--- src/rtl/fpabd_pkg.sv ---
// ----------------------------------------------------------------------------
// fpabd_pkg
// Types and constants shared by the fixed-probability bin decoder modules.
// ----------------------------------------------------------------------------
package fpabd_pkg;

    localparam int RANGE_W   = 9;
    localparam int VALUE_W   = 10;
    localparam int LEN_W     = 24;
    localparam int READS_W   = 25;
    localparam int LPS_W     = 8;
    localparam int CFG_IDX_W = 8;

    localparam logic [RANGE_W-1:0] RANGE_START  = 9'd510;
    localparam logic [READS_W-1:0] INIT_READS   = 25'd9;
    localparam logic [READS_W-1:0] BUDGET_EXTRA = 25'd10;
    localparam logic [LPS_W-1:0]   LPS_MIN      = 8'd6;

    // register indexes of the configuration port
    localparam logic [CFG_IDX_W-1:0] REG_LPS_Q0 = 8'd0;
    localparam logic [CFG_IDX_W-1:0] REG_LPS_Q3 = 8'd3;

    localparam logic [LPS_W-1:0] LPS_RESET [4] = '{8'd128, 8'd176, 8'd208, 8'd240};

    // one queued read operation
    typedef struct packed {
        logic start;      // new partition, reload range and value
        logic no_double;  // initial read, range is not doubled
        logic cbit;       // coded bit after the length cut
        logic try_bins;   // bins may follow this read
    } fpabd_op_t;

    typedef enum logic {
        ST_POP,
        ST_BINS
    } fpabd_state_t;

endpackage

--- src/rtl/fpabd_front.sv ---
// ----------------------------------------------------------------------------
// fpabd_front
// Accepts coded bits, tracks partition length and read budget, and queues
// one read operation per item that can still lead to bins.
// ----------------------------------------------------------------------------
module fpabd_front import fpabd_pkg::*; (
    input  logic        aclk,
    input  logic        aresetn,
    input  logic        s_tvalid,
    output logic        s_tready,
    input  logic [31:0] s_tdata,   // partition_bits[23:0], coded_bit[24], zero pad
    input  logic        s_tuser,   // first
    input  logic        q_full,
    output logic        q_push,
    output fpabd_op_t   q_op
);

    logic               active_reg, active_next;
    logic [LEN_W-1:0]   len_reg, len_next;
    logic [READS_W-1:0] reads_reg, reads_next;

    logic               accept;
    logic               act;
    logic [READS_W-1:0] rd;
    logic [READS_W-1:0] rd_inc;
    logic [READS_W-1:0] budget;
    logic               ok;
    logic [LEN_W-1:0]   bits_in;

    assign s_tready = !q_full;
    assign accept   = s_tvalid && s_tready;
    assign bits_in  = s_tdata[LEN_W-1:0];

    always_comb begin
        act         = s_tuser ? (bits_in != '0) : active_reg;
        len_next    = s_tuser ? bits_in : len_reg;
        rd          = s_tuser ? '0 : reads_reg;
        rd_inc      = rd + 25'd1;
        budget      = {1'b0, len_next} + BUDGET_EXTRA;
        ok          = rd_inc < budget;
        active_next = act && ok;
        reads_next  = act ? rd_inc : rd;

        q_push            = accept && act && ok;
        q_op.start        = s_tuser;
        q_op.no_double    = rd < INIT_READS;
        q_op.cbit         = (rd < {1'b0, len_next}) ? s_tdata[LEN_W] : 1'b0;
        q_op.try_bins     = rd_inc >= INIT_READS;
    end

    always_ff @(posedge aclk) begin
        if (!aresetn) begin
            active_reg <= 1'b0;
            len_reg    <= '0;
            reads_reg  <= '0;
        end else if (accept) begin
            active_reg <= active_next;
            len_reg    <= len_next;
            reads_reg  <= reads_next;
        end
    end

endmodule

--- src/rtl/fpabd_queue.sv ---
// ----------------------------------------------------------------------------
// fpabd_queue
// Short first-in first-out queue of read operations between front and back.
// ----------------------------------------------------------------------------
module fpabd_queue import fpabd_pkg::*; #(
    parameter int DEPTH = 2
) (
    input  logic      aclk,
    input  logic      aresetn,
    input  logic      wr_en,
    input  fpabd_op_t wr_data,
    output logic      full,
    input  logic      rd_en,
    output fpabd_op_t rd_data,
    output logic      empty
);

    localparam int PTR_W = (DEPTH > 1) ? $clog2(DEPTH) : 1;
    localparam int CNT_W = $clog2(DEPTH + 1);
    localparam logic [PTR_W-1:0] PTR_LAST = PTR_W'(DEPTH - 1);
    localparam logic [CNT_W-1:0] CNT_FULL = CNT_W'(DEPTH);

    fpabd_op_t        mem [DEPTH];
    logic [PTR_W-1:0] wr_ptr_reg, rd_ptr_reg;
    logic [CNT_W-1:0] count_reg;
    logic             do_wr, do_rd;

    assign full    = count_reg == CNT_FULL;
    assign empty   = count_reg == '0;
    assign do_wr   = wr_en && !full;
    assign do_rd   = rd_en && !empty;
    assign rd_data = mem[rd_ptr_reg];

    always_ff @(posedge aclk) begin
        if (do_wr) begin
            mem[wr_ptr_reg] <= wr_data;
        end
    end

    always_ff @(posedge aclk) begin
        if (!aresetn) begin
            wr_ptr_reg <= '0;
            rd_ptr_reg <= '0;
            count_reg  <= '0;
        end else begin
            if (do_wr) begin
                wr_ptr_reg <= (wr_ptr_reg == PTR_LAST) ? '0 : wr_ptr_reg + 1'b1;
            end
            if (do_rd) begin
                rd_ptr_reg <= (rd_ptr_reg == PTR_LAST) ? '0 : rd_ptr_reg + 1'b1;
            end
            if (do_wr && !do_rd) begin
                count_reg <= count_reg + 1'b1;
            end else if (do_rd && !do_wr) begin
                count_reg <= count_reg - 1'b1;
            end
        end
    end

endmodule

--- src/rtl/fpabd_back.sv ---
// ----------------------------------------------------------------------------
// fpabd_back
// Arithmetic decoding engine: shifts queued bits into the offset value and
// decodes one bin per cycle, while the output is free, as long as range stays at 256 or above.
// ----------------------------------------------------------------------------
module fpabd_back import fpabd_pkg::*; (
    input  logic                 aclk,
    input  logic                 aresetn,
    input  logic                 op_valid,
    input  fpabd_op_t            op,
    output logic                 op_ready,
    input  logic                 cfg_valid,
    input  logic [CFG_IDX_W-1:0] cfg_index,
    input  logic [LPS_W-1:0]     cfg_data,
    output logic                 out_valid,
    input  logic                 out_ready,
    output logic                 out_bin,
    output logic                 out_last
);

    fpabd_state_t       state_reg, state_next;
    logic [RANGE_W-1:0] range_reg;
    logic [VALUE_W-1:0] value_reg;
    logic [LPS_W-1:0]   lps_reg [4];
    logic               out_valid_reg, out_bin_reg, out_last_reg;

    logic               out_free;
    logic               bin_fire;
    logic               pop;
    logic [RANGE_W-1:0] base_range, range_sh;
    logic [VALUE_W-1:0] base_value, value_sh;
    logic [LPS_W-1:0]   lps_raw, lps;
    logic [RANGE_W-1:0] range_sub;
    logic               is_mps;
    logic [RANGE_W-1:0] range_nx;
    logic [VALUE_W-1:0] value_nx;

    assign out_free  = !out_valid_reg || out_ready;
    assign pop       = op_valid && op_ready;
    assign out_valid = out_valid_reg;
    assign out_bin   = out_bin_reg;
    assign out_last  = out_last_reg;

    // datapath
    always_comb begin
        base_range = op.start ? RANGE_START : range_reg;
        base_value = op.start ? '0 : value_reg;
        range_sh   = op.no_double ? base_range : {base_range[RANGE_W-2:0], 1'b0};
        value_sh   = {base_value[VALUE_W-2:0], op.cbit};

        lps_raw    = lps_reg[range_reg[7:6]];
        lps        = (lps_raw < LPS_MIN) ? LPS_MIN : lps_raw;
        range_sub  = range_reg - {1'b0, lps};
        is_mps     = value_reg < {1'b0, range_sub};
        range_nx   = is_mps ? range_sub : {1'b0, lps};
        value_nx   = is_mps ? value_reg : value_reg - {1'b0, range_sub};
    end

    // next state
    always_comb begin
        state_next = state_reg;
        case (state_reg)
            ST_POP: begin
                if (op_valid && op.try_bins && range_sh[RANGE_W-1]) begin
                    state_next = ST_BINS;
                end
            end
            ST_BINS: begin
                if (out_free && !range_nx[RANGE_W-1]) begin
                    state_next = ST_POP;
                end
            end
            default: state_next = ST_POP;
        endcase
    end

    // outputs
    always_comb begin
        op_ready = 1'b0;
        bin_fire = 1'b0;
        case (state_reg)
            ST_POP:  op_ready = 1'b1;
            ST_BINS: bin_fire = out_free;
            default: op_ready = 1'b0;
        endcase
    end

    always_ff @(posedge aclk) begin
        if (!aresetn) begin
            state_reg     <= ST_POP;
            range_reg     <= RANGE_START;
            value_reg     <= '0;
            out_valid_reg <= 1'b0;
        end else begin
            state_reg <= state_next;
            if (pop) begin
                range_reg <= range_sh;
                value_reg <= value_sh;
            end else if (bin_fire) begin
                range_reg <= range_nx;
                value_reg <= value_nx;
            end
            if (bin_fire) begin
                out_valid_reg <= 1'b1;
            end else if (out_ready) begin
                out_valid_reg <= 1'b0;
            end
        end
    end

    always_ff @(posedge aclk) begin
        if (bin_fire) begin
            out_bin_reg  <= !is_mps;
            out_last_reg <= !range_nx[RANGE_W-1];
        end
    end

    // lps width registers
    always_ff @(posedge aclk) begin
        if (!aresetn) begin
            lps_reg <= LPS_RESET;
        end else if (cfg_valid && cfg_index <= REG_LPS_Q3) begin
            lps_reg[cfg_index[1:0]] <= cfg_data;
        end
    end

endmodule

--- src/rtl/fixed_probability_arith_bin_decoder_core.sv ---
// Throughput: the decoding engine gives one bin per cycle while the receiver is ready
// and takes no new item while it decodes bins; a read queue lets the input run ahead.
// Reset: synchronous, active low on aresetn; clears the queue, the engine and
// the partition counters and reloads the lps widths 128, 176, 208, 240.
// ----------------------------------------------------------------------------
// fixed_probability_arith_bin_decoder_core
// Fixed-probability arithmetic bin decoder for one stream partition.
// ----------------------------------------------------------------------------
module fixed_probability_arith_bin_decoder_core import fpabd_pkg::*; #(
    parameter int QUEUE_DEPTH = 2
) (
    input  logic                 aclk,
    input  logic                 aresetn,
    input  logic                 s_tvalid,
    output logic                 s_tready,
    input  logic [31:0]          s_tdata,   // partition_bits[23:0], coded_bit[24], zero pad
    input  logic                 s_tuser,   // first
    output logic                 m_tvalid,
    input  logic                 m_tready,
    output logic [7:0]           m_tdata,   // bin[0], zero pad
    output logic                 m_tlast,   // last_bin
    input  logic                 cfg_valid,
    output logic                 cfg_ready,
    input  logic [CFG_IDX_W-1:0] cfg_index,
    input  logic [LPS_W-1:0]     cfg_data
);

    fpabd_op_t push_op, pop_op;
    logic      q_push, q_full, q_empty, q_pop;
    logic      out_bin;

    assign cfg_ready = 1'b1;
    assign m_tdata   = {7'd0, out_bin};

    fpabd_front u_front (
        .aclk     (aclk),
        .aresetn  (aresetn),
        .s_tvalid (s_tvalid),
        .s_tready (s_tready),
        .s_tdata  (s_tdata),
        .s_tuser  (s_tuser),
        .q_full   (q_full),
        .q_push   (q_push),
        .q_op     (push_op)
    );

    fpabd_queue #(
        .DEPTH (QUEUE_DEPTH)
    ) u_queue (
        .aclk    (aclk),
        .aresetn (aresetn),
        .wr_en   (q_push),
        .wr_data (push_op),
        .full    (q_full),
        .rd_en   (q_pop),
        .rd_data (pop_op),
        .empty   (q_empty)
    );

    fpabd_back u_back (
        .aclk      (aclk),
        .aresetn   (aresetn),
        .op_valid  (!q_empty),
        .op        (pop_op),
        .op_ready  (q_pop),
        .cfg_valid (cfg_valid),
        .cfg_index (cfg_index),
        .cfg_data  (cfg_data),
        .out_valid (m_tvalid),
        .out_ready (m_tready),
        .out_bin   (out_bin),
        .out_last  (m_tlast)
    );

endmodule

--- config.mk ---
export PLATFORM = sky130hd
export DESIGN_NAME = fixed_probability_arith_bin_decoder_core
export DESIGN_NICKNAME = d
export VERILOG_FILES = /design/src/rtl/fpabd_pkg.sv /design/src/rtl/fpabd_front.sv /design/src/rtl/fpabd_queue.sv /design/src/rtl/fpabd_back.sv /design/src/rtl/fixed_probability_arith_bin_decoder_core.sv
export SDC_FILE = /design/constraint.sdc
export NUM_CORES = 1
export LEC_CHECK = 0
export ABC_CLOCK_PERIOD_IN_PS = 6200
export BUFFER_PORTS_ARGS = -buffer_cell sky130_fd_sc_hd__buf_2
export CORE_MARGIN = 8
export CORE_UTILIZATION = 56
export DETAILED_ROUTE_END_ITERATION = 7
export GPL_TIMING_DRIVEN = 0
export PLACE_DENSITY = 0.76
export SETUP_SLACK_MARGIN = 0.05
export SYNTH_ARGS = -nofsm -noshare
export SYNTH_HDL_FRONTEND = slang
export SYNTH_HIERARCHICAL = 1
export SYNTH_SLANG_ARGS = --single-unit
--- constraint.sdc ---
create_clock -name aclk -period 6.2 [get_ports aclk]
set_clock_uncertainty 0.05 [all_clocks]
set_input_delay 1.24 -clock aclk [delete_from_list [all_inputs] [get_ports aclk]]
set_output_delay 1.24 -clock aclk [all_outputs]
set_load 0.02 [all_outputs]
Word-level counts from Yosys, hierarchy flattened --
Memory sizes are Yosys's and may differ from the RTL's. A register that Yosys moved wholly into a read port is not among the register bits. Cells that the tools add are included.
Word-level totals: output and inout bits 12, input port bits 54, word-level logic and storage cells 103, register bits 109, bits in writable memories 8, memories 1
Memories:
- u_queue.mem | depth 2, bits a word 4, read ports 1, clocked after memory_dff 1, wr ports 1, RTL line fpabd_queue.sv:23 | fpabd_op_t mem [DEPTH];
Operators by class: equality and inequality tests 2, bitwise gates (word level) 3, muxes and demuxes 36, $lt $le $gt $ge 10, add/sub/neg operators 8, reduce and logical (&&, ||, !) cells 27
Operator list (count):
- 9-bit two-way mux | 6
- 25-bit two-way mux | 2
- 32-bit bitwise mux | 1
- 8-bit two-way mux | 4
- 10-bit two-way mux | 3
- 24-bit by 4-bit adder with 25-bit output, second input constant | 1
- 25-bit by 1-bit adder with 25-bit output, second input constant | 1
- 25-bit by 4-bit greater-or-equal comparator with 1-bit output, second input constant | 1
- 25-bit by 24-bit less-than comparator with 1-bit output | 1
- 25-bit less-than comparator | 1
- 25-bit by 4-bit less-than comparator with 1-bit output, second input constant | 1
- 24-bit two-way mux | 1
- 24-bit nonzero test | 1
- 8-bit binary-select mux with 2-bit select | 1
- 8-bit demux with 2-bit select | 1
- 1-bit two-way mux | 14
- 1-bit logical AND | 13
- 10-bit by 9-bit less-than comparator with 1-bit output | 1
- 10-bit by 9-bit subtractor with 10-bit output | 1
- 9-bit by 8-bit subtractor with 9-bit output | 1
- 8-bit by 2-bit <= comparator with 1-bit output, second input constant | 1
- 8-bit by 3-bit less-than comparator with 1-bit output, second input constant | 1
- 1-bit logical NOT | 7
- 3-bit greater-or-equal comparator, second input constant | 2
- 14 further kinds | 19

Depth between registers and ports, before layout --
word-level depth 13, depth in mapped cells 27, depth with buffers taken out 21

Modules after synthesis --
The synthesis kept the hierarchy.
By module, submodules not included:
- fpabd_front | area an instance 4830.9 um2, sequential area each 1001.0 um2, cells each 605, times used 1
- fpabd_back | area an instance 3372.0 um2, sequential area each 1121.1 um2, cells each 365, times used 1
- fpabd_queue | area an instance 519.2 um2, sequential area each 340.3 um2, cells each 37, times used 1
- fixed_probability_arith_bin_decoder_core | area an instance 78.8 um2, sequential area each 0.0 um2, cells each 12, times used 1

Least setup slack after synthesis --
No wires, ideal clock.
kind input to register, start point input port s_tuser, end point register u_queue.count_reg[1], buffers on the path 6, cell stages on the path 26, setup time 0.070 ns, required time 6.080 ns, data arrival time 5.979 ns, path slack 0.101 ns, cells stage by stage buf_2 buf_6 buf_4 buf_2 buf_2 buf_1 mux2i_1 inv_1 ha_1 o21ai_0 o21a_1 nor3_2 nand3_1 xnor2_1 ha_1 a21o_1 a2111oi_0 a211oi_1 and2_0 a22o_1 nor2_1 inv_1 nor2_1 ha_1 or3_1 a21boi_1
Between the ends: cells in the longest elaborated chain, start to end 8, elaborated cells on any way between the ends 14, classes of those cells add/sub (2); order compare (1); mux (4); reduce/logical (7)
RTL lines:
- from (decl) | RTL line fixed_probability_arith_bin_decoder_core.sv:17 | input logic s_tuser,
- 24-bit two-way mux (*) | RTL line fpabd_front.sv:36 | len_next = s_tuser ? bits_in : len_reg;
- named net u_front.len_next[1] | RTL line fpabd_front.sv:19 | logic [LEN_W-1:0] len_reg, len_next;
- 24-bit by 4-bit adder with 25-bit output (*) | RTL line fpabd_front.sv:39 | budget = {1'b0, len_next} + BUDGET_EXTRA;
- 25-bit less-than comparator (*) | RTL line fpabd_front.sv:40 | ok = rd_inc < budget;
- 1-bit logical AND (*) | RTL line fpabd_front.sv:44 | q_push = accept && act && ok;
- named net q_push | RTL line fixed_probability_arith_bin_decoder_core.sv:29 | logic q_push, q_full, q_empty, q_pop;
- 1-bit logical AND (*) | RTL line fpabd_queue.sv:30 | assign do_wr = wr_en && !full;
- named net u_queue.do_wr | RTL line fpabd_queue.sv:26 | logic do_wr, do_rd;
- 1-bit logical NOT | RTL line fpabd_queue.sv:54 | end else if (do_rd && !do_wr) begin
- 1-bit logical AND | RTL line fpabd_queue.sv:54
- 2-bit nonzero test (no source line)
- to (signal assigned) | RTL line fpabd_queue.sv:53 | count_reg <= count_reg + 1'b1;
- to (signal assigned) | RTL line fpabd_queue.sv:55 | count_reg <= count_reg - 1'b1;
- to (decl) | RTL line fpabd_queue.sv:25 | logic [CNT_W-1:0] count_reg;
The timed path passes the listed nets; every way through them passes the cells marked *. A chain may end at the register's enable or synchronous reset.

Final worst setup path --
Same ends and word-level chain as after synthesis.

==> results.tsv <==
stage	metric	value	unit
route	1st-iter DRT viols	662	
die	std cell rows	46	
pwr	final total power	3.17	mW
yosys	Ys Warns	6	
cts	clk root buf	clkbuf_16	
sta	Hold Vio Cnt, Final	0	
setup_path	Worst setup EP type	register	
grt	vias in the first global route	7730	
grt	first-pass GRT wire length	39200	um
cts	CTS H-tree lvls	4	
outcome	outcome	finished, final reports clean	
yosys	post-synth top area share	0.246	
yosys	top cells by area, synth	dfxtp_1, ha_1, mux2i_1, nand2_1, edfxtp_1	
cts	post-CTS setup repair buffer count	0	
cts	Worst-Skew Late Latency	430	ps
cells_and_area	post-route cell area	0.0100	sq mm
cells_and_area	Inserted Diodes	0	
sta	minimum clock period	5940	ps
cells_and_area	post-route insts no fill	1321	
route	DR DRC count	0	
route	drt first pass iters	6	
yosys	Post-Synthesis Cell Area	0.00880	sq mm
placement	PortBufs	49	
die	Starting Density	0.564	
sta	Slew headroom	0.449	
grt	global route overflow	0	
cts	CTS sink cnt	118	
cells_and_area	register area	0.00246	sq mm
worst_hold_path	worst hold path startpoint	u_front/len_reg[16]	
yosys	syn avg cell area	8.64	sq um
die	Core Box Area	0.0156	sq mm
cells_and_area	fraction of layout cells with a size suffix above 1	0.145	
cells_and_area	multi-input logic area	0.00596	sq mm
yosys	top post-synthesis cells by count	dfxtp_1, nand2_1, ha_1	
placement	RePlAce Congestion	0.985	
cells_and_area	max reg flops	32	
setup_path	CP Data Arrival Time	6250	ps
sta	setup total negative slack	0	ps
yosys	area leader, netlist	dfxtp_1	
placement	Setup WS pre-CTS	-1230	ps
sta	final worst slack	261	ps
yosys	flops & latches, synth	118	
setup_path	Crit. Startpoint	s_tuser	
pwr	total power per unit cell area	316	mW/mm^2
die	die width	141	um
setup_path	critical path type	primary input to register	
yosys	part of the Yosys area used for sequential elements	0.280	
cts	TritonCTS clock tree	yes	
cts	Num CTS Buffers	17	
setup_path	Crit Path Max Fanout	14	
sta	hold slack	417	ps
job	Max Cap Violations	0	
cts	CTS clk-pin slew, worst paths	60	ps
cells_and_area	fillcell total	1346	
cells_and_area	area delta synth->final	14.0	%
yosys	ys async rst share	0	
die	I/O pins	66	
grt	initial antenna violation count	0	
yosys	Synth cell types	88	
pwr	leakage	4.43	nW
pwr	maximum VDD drop	0.215	mV
sta	Final Cycle Share	0.958	
yosys	number of synthesized flops with an enable pin	10	
placement	Post-DP HPWL	18000	um
sta	fmax	168	MHz
yosys	top-count cell post-synth	dfxtp_1	
setup_path	Worst Path Required	6510	ps
sta	Worst Tran Pin Value	820	ps
route	WL final	24300	um
setup_path	reg-to-reg startpoint	u_back/range_reg[7]	
sta	RSZ-0062 raised after global routing	yes	
cells_and_area	Final nets	1214	
route	Antenna Nets Post-Route	0	
sta	final setup violation count	0	
sta	pins over their slew limit	0	
worst_hold_path	Worst Hold Class	register to register	
route	routed vias/inst	6.04	
placement	dpl cell area	0.00934	sq mm
grt	largest net degree at the start of global routing	29	
route	wire per inst	18.4	um
yosys	Main synth FF type	dfxtp_1	
cts	clk buf depth	2	
grt	Total GRT Usage	0.246	
yosys	Post-Syn Instances	1019	
die	full die area	0.0200	sq mm
route	total vias in the final route	7978	
cells_and_area	Util after Layout	0.643	
setup_path	critical path startpoint category	primary input	
placement	Cells after DPL	1290	
die	chip height	141	um
[worst paths after layout]
path                          end  depth (start not counted)  slack (ps)
min           u_front/len_reg[16]                          2         420
min reg2reg   u_front/len_reg[16]                          2         420
max          u_queue/count_reg[1]                         24         260
max reg2reg   u_back/value_reg[3]                         20         460
[critical path: stages]
cell	delay, ps
clkbuf_4	220
buf_12	190
buf_4	230
buf_4	230
mux2i_1	120
inv_1	110
ha_1	240
o21ai_0	100
o21a_1	270
nor3_4	280
nand3_1	200
xnor2_1	250
ha_1	280
a21o_1	200
a2111oi_1	420
a211oi_1	110
and2_0	160
a22o_1	250
nor2_1	170
inv_1	90
nor2_1	120
ha_1	270
or3_1	350
a21boi_1	140
[what timing repair did]
action                     4_1_cts  5_1_grt
hold buffers                     0        0
resized for setup                3       15
pin swaps                        0        0
setup endpoints to repair       17       19
gates cloned                     0        1
[cell usage in the layout, fill, tap and decap left out, types with 13 or more instances in the layout]
cell type and count:
nor4_1 19, dfxtp_1 108, nor2_1 60, nor3_1 18, o21ai_0 40, a21boi_0 33
xor2_1 25, mux2i_1 61, clkbuf_16 19, nor2b_1 44, nand2_1 105, buf_4 13
nand4_1 15, xnor2_1 33, a21o_1 23, clkbuf_1 27, nand3_1 28, a21oi_1 36
buf_2 54, ha_1 66, a22oi_1 14, inv_1 39
[metal layers]
layer,up-vias,share of wire,GRT usage
met4,0,0.044,0.122
met2,319,0.47,0.411
met5,-,0,0
met3,79,0.062,0.0544
met1,3727,0.42,0.293
li1,3853,-,-
[power breakdown]
part | switching [mW] | internal (mW) | total [mW]
Clock | 0.409 | 0.639 | 1.05
Combinational | 0.725 | 0.486 | 1.21
Sequential | 0.0614 | 0.853 | 0.914
[kinds of logic after synthesis]
kind of cell,Yosys count,synth area share
buffers and inverters,97,0.0505
other,2,0.000853
and+or+nand+nor,363,0.219
xor gates and xnor gates,59,0.0596
DFF,118,0.280
muxes,78,0.102
adders and majority gates,69,0.0997
AOI/OAI and AO/OA,233,0.189
[final cells by class]
cell class | instances | share of cell area
Buffer | 54 | 0.0294
Timing Repair Buffer | 50 | 0.0269
Sequential cell | 118 | 0.245
Clock inverter | 13 | 0.0158
Clock buffer | 19 | 0.0463
Inverter | 41 | 0.0156
Multi-Input combinational cell | 810 | 0.594
Tap cell | 216 | 0.0269
No activity file was read; power rests on OpenSTA's default activity.
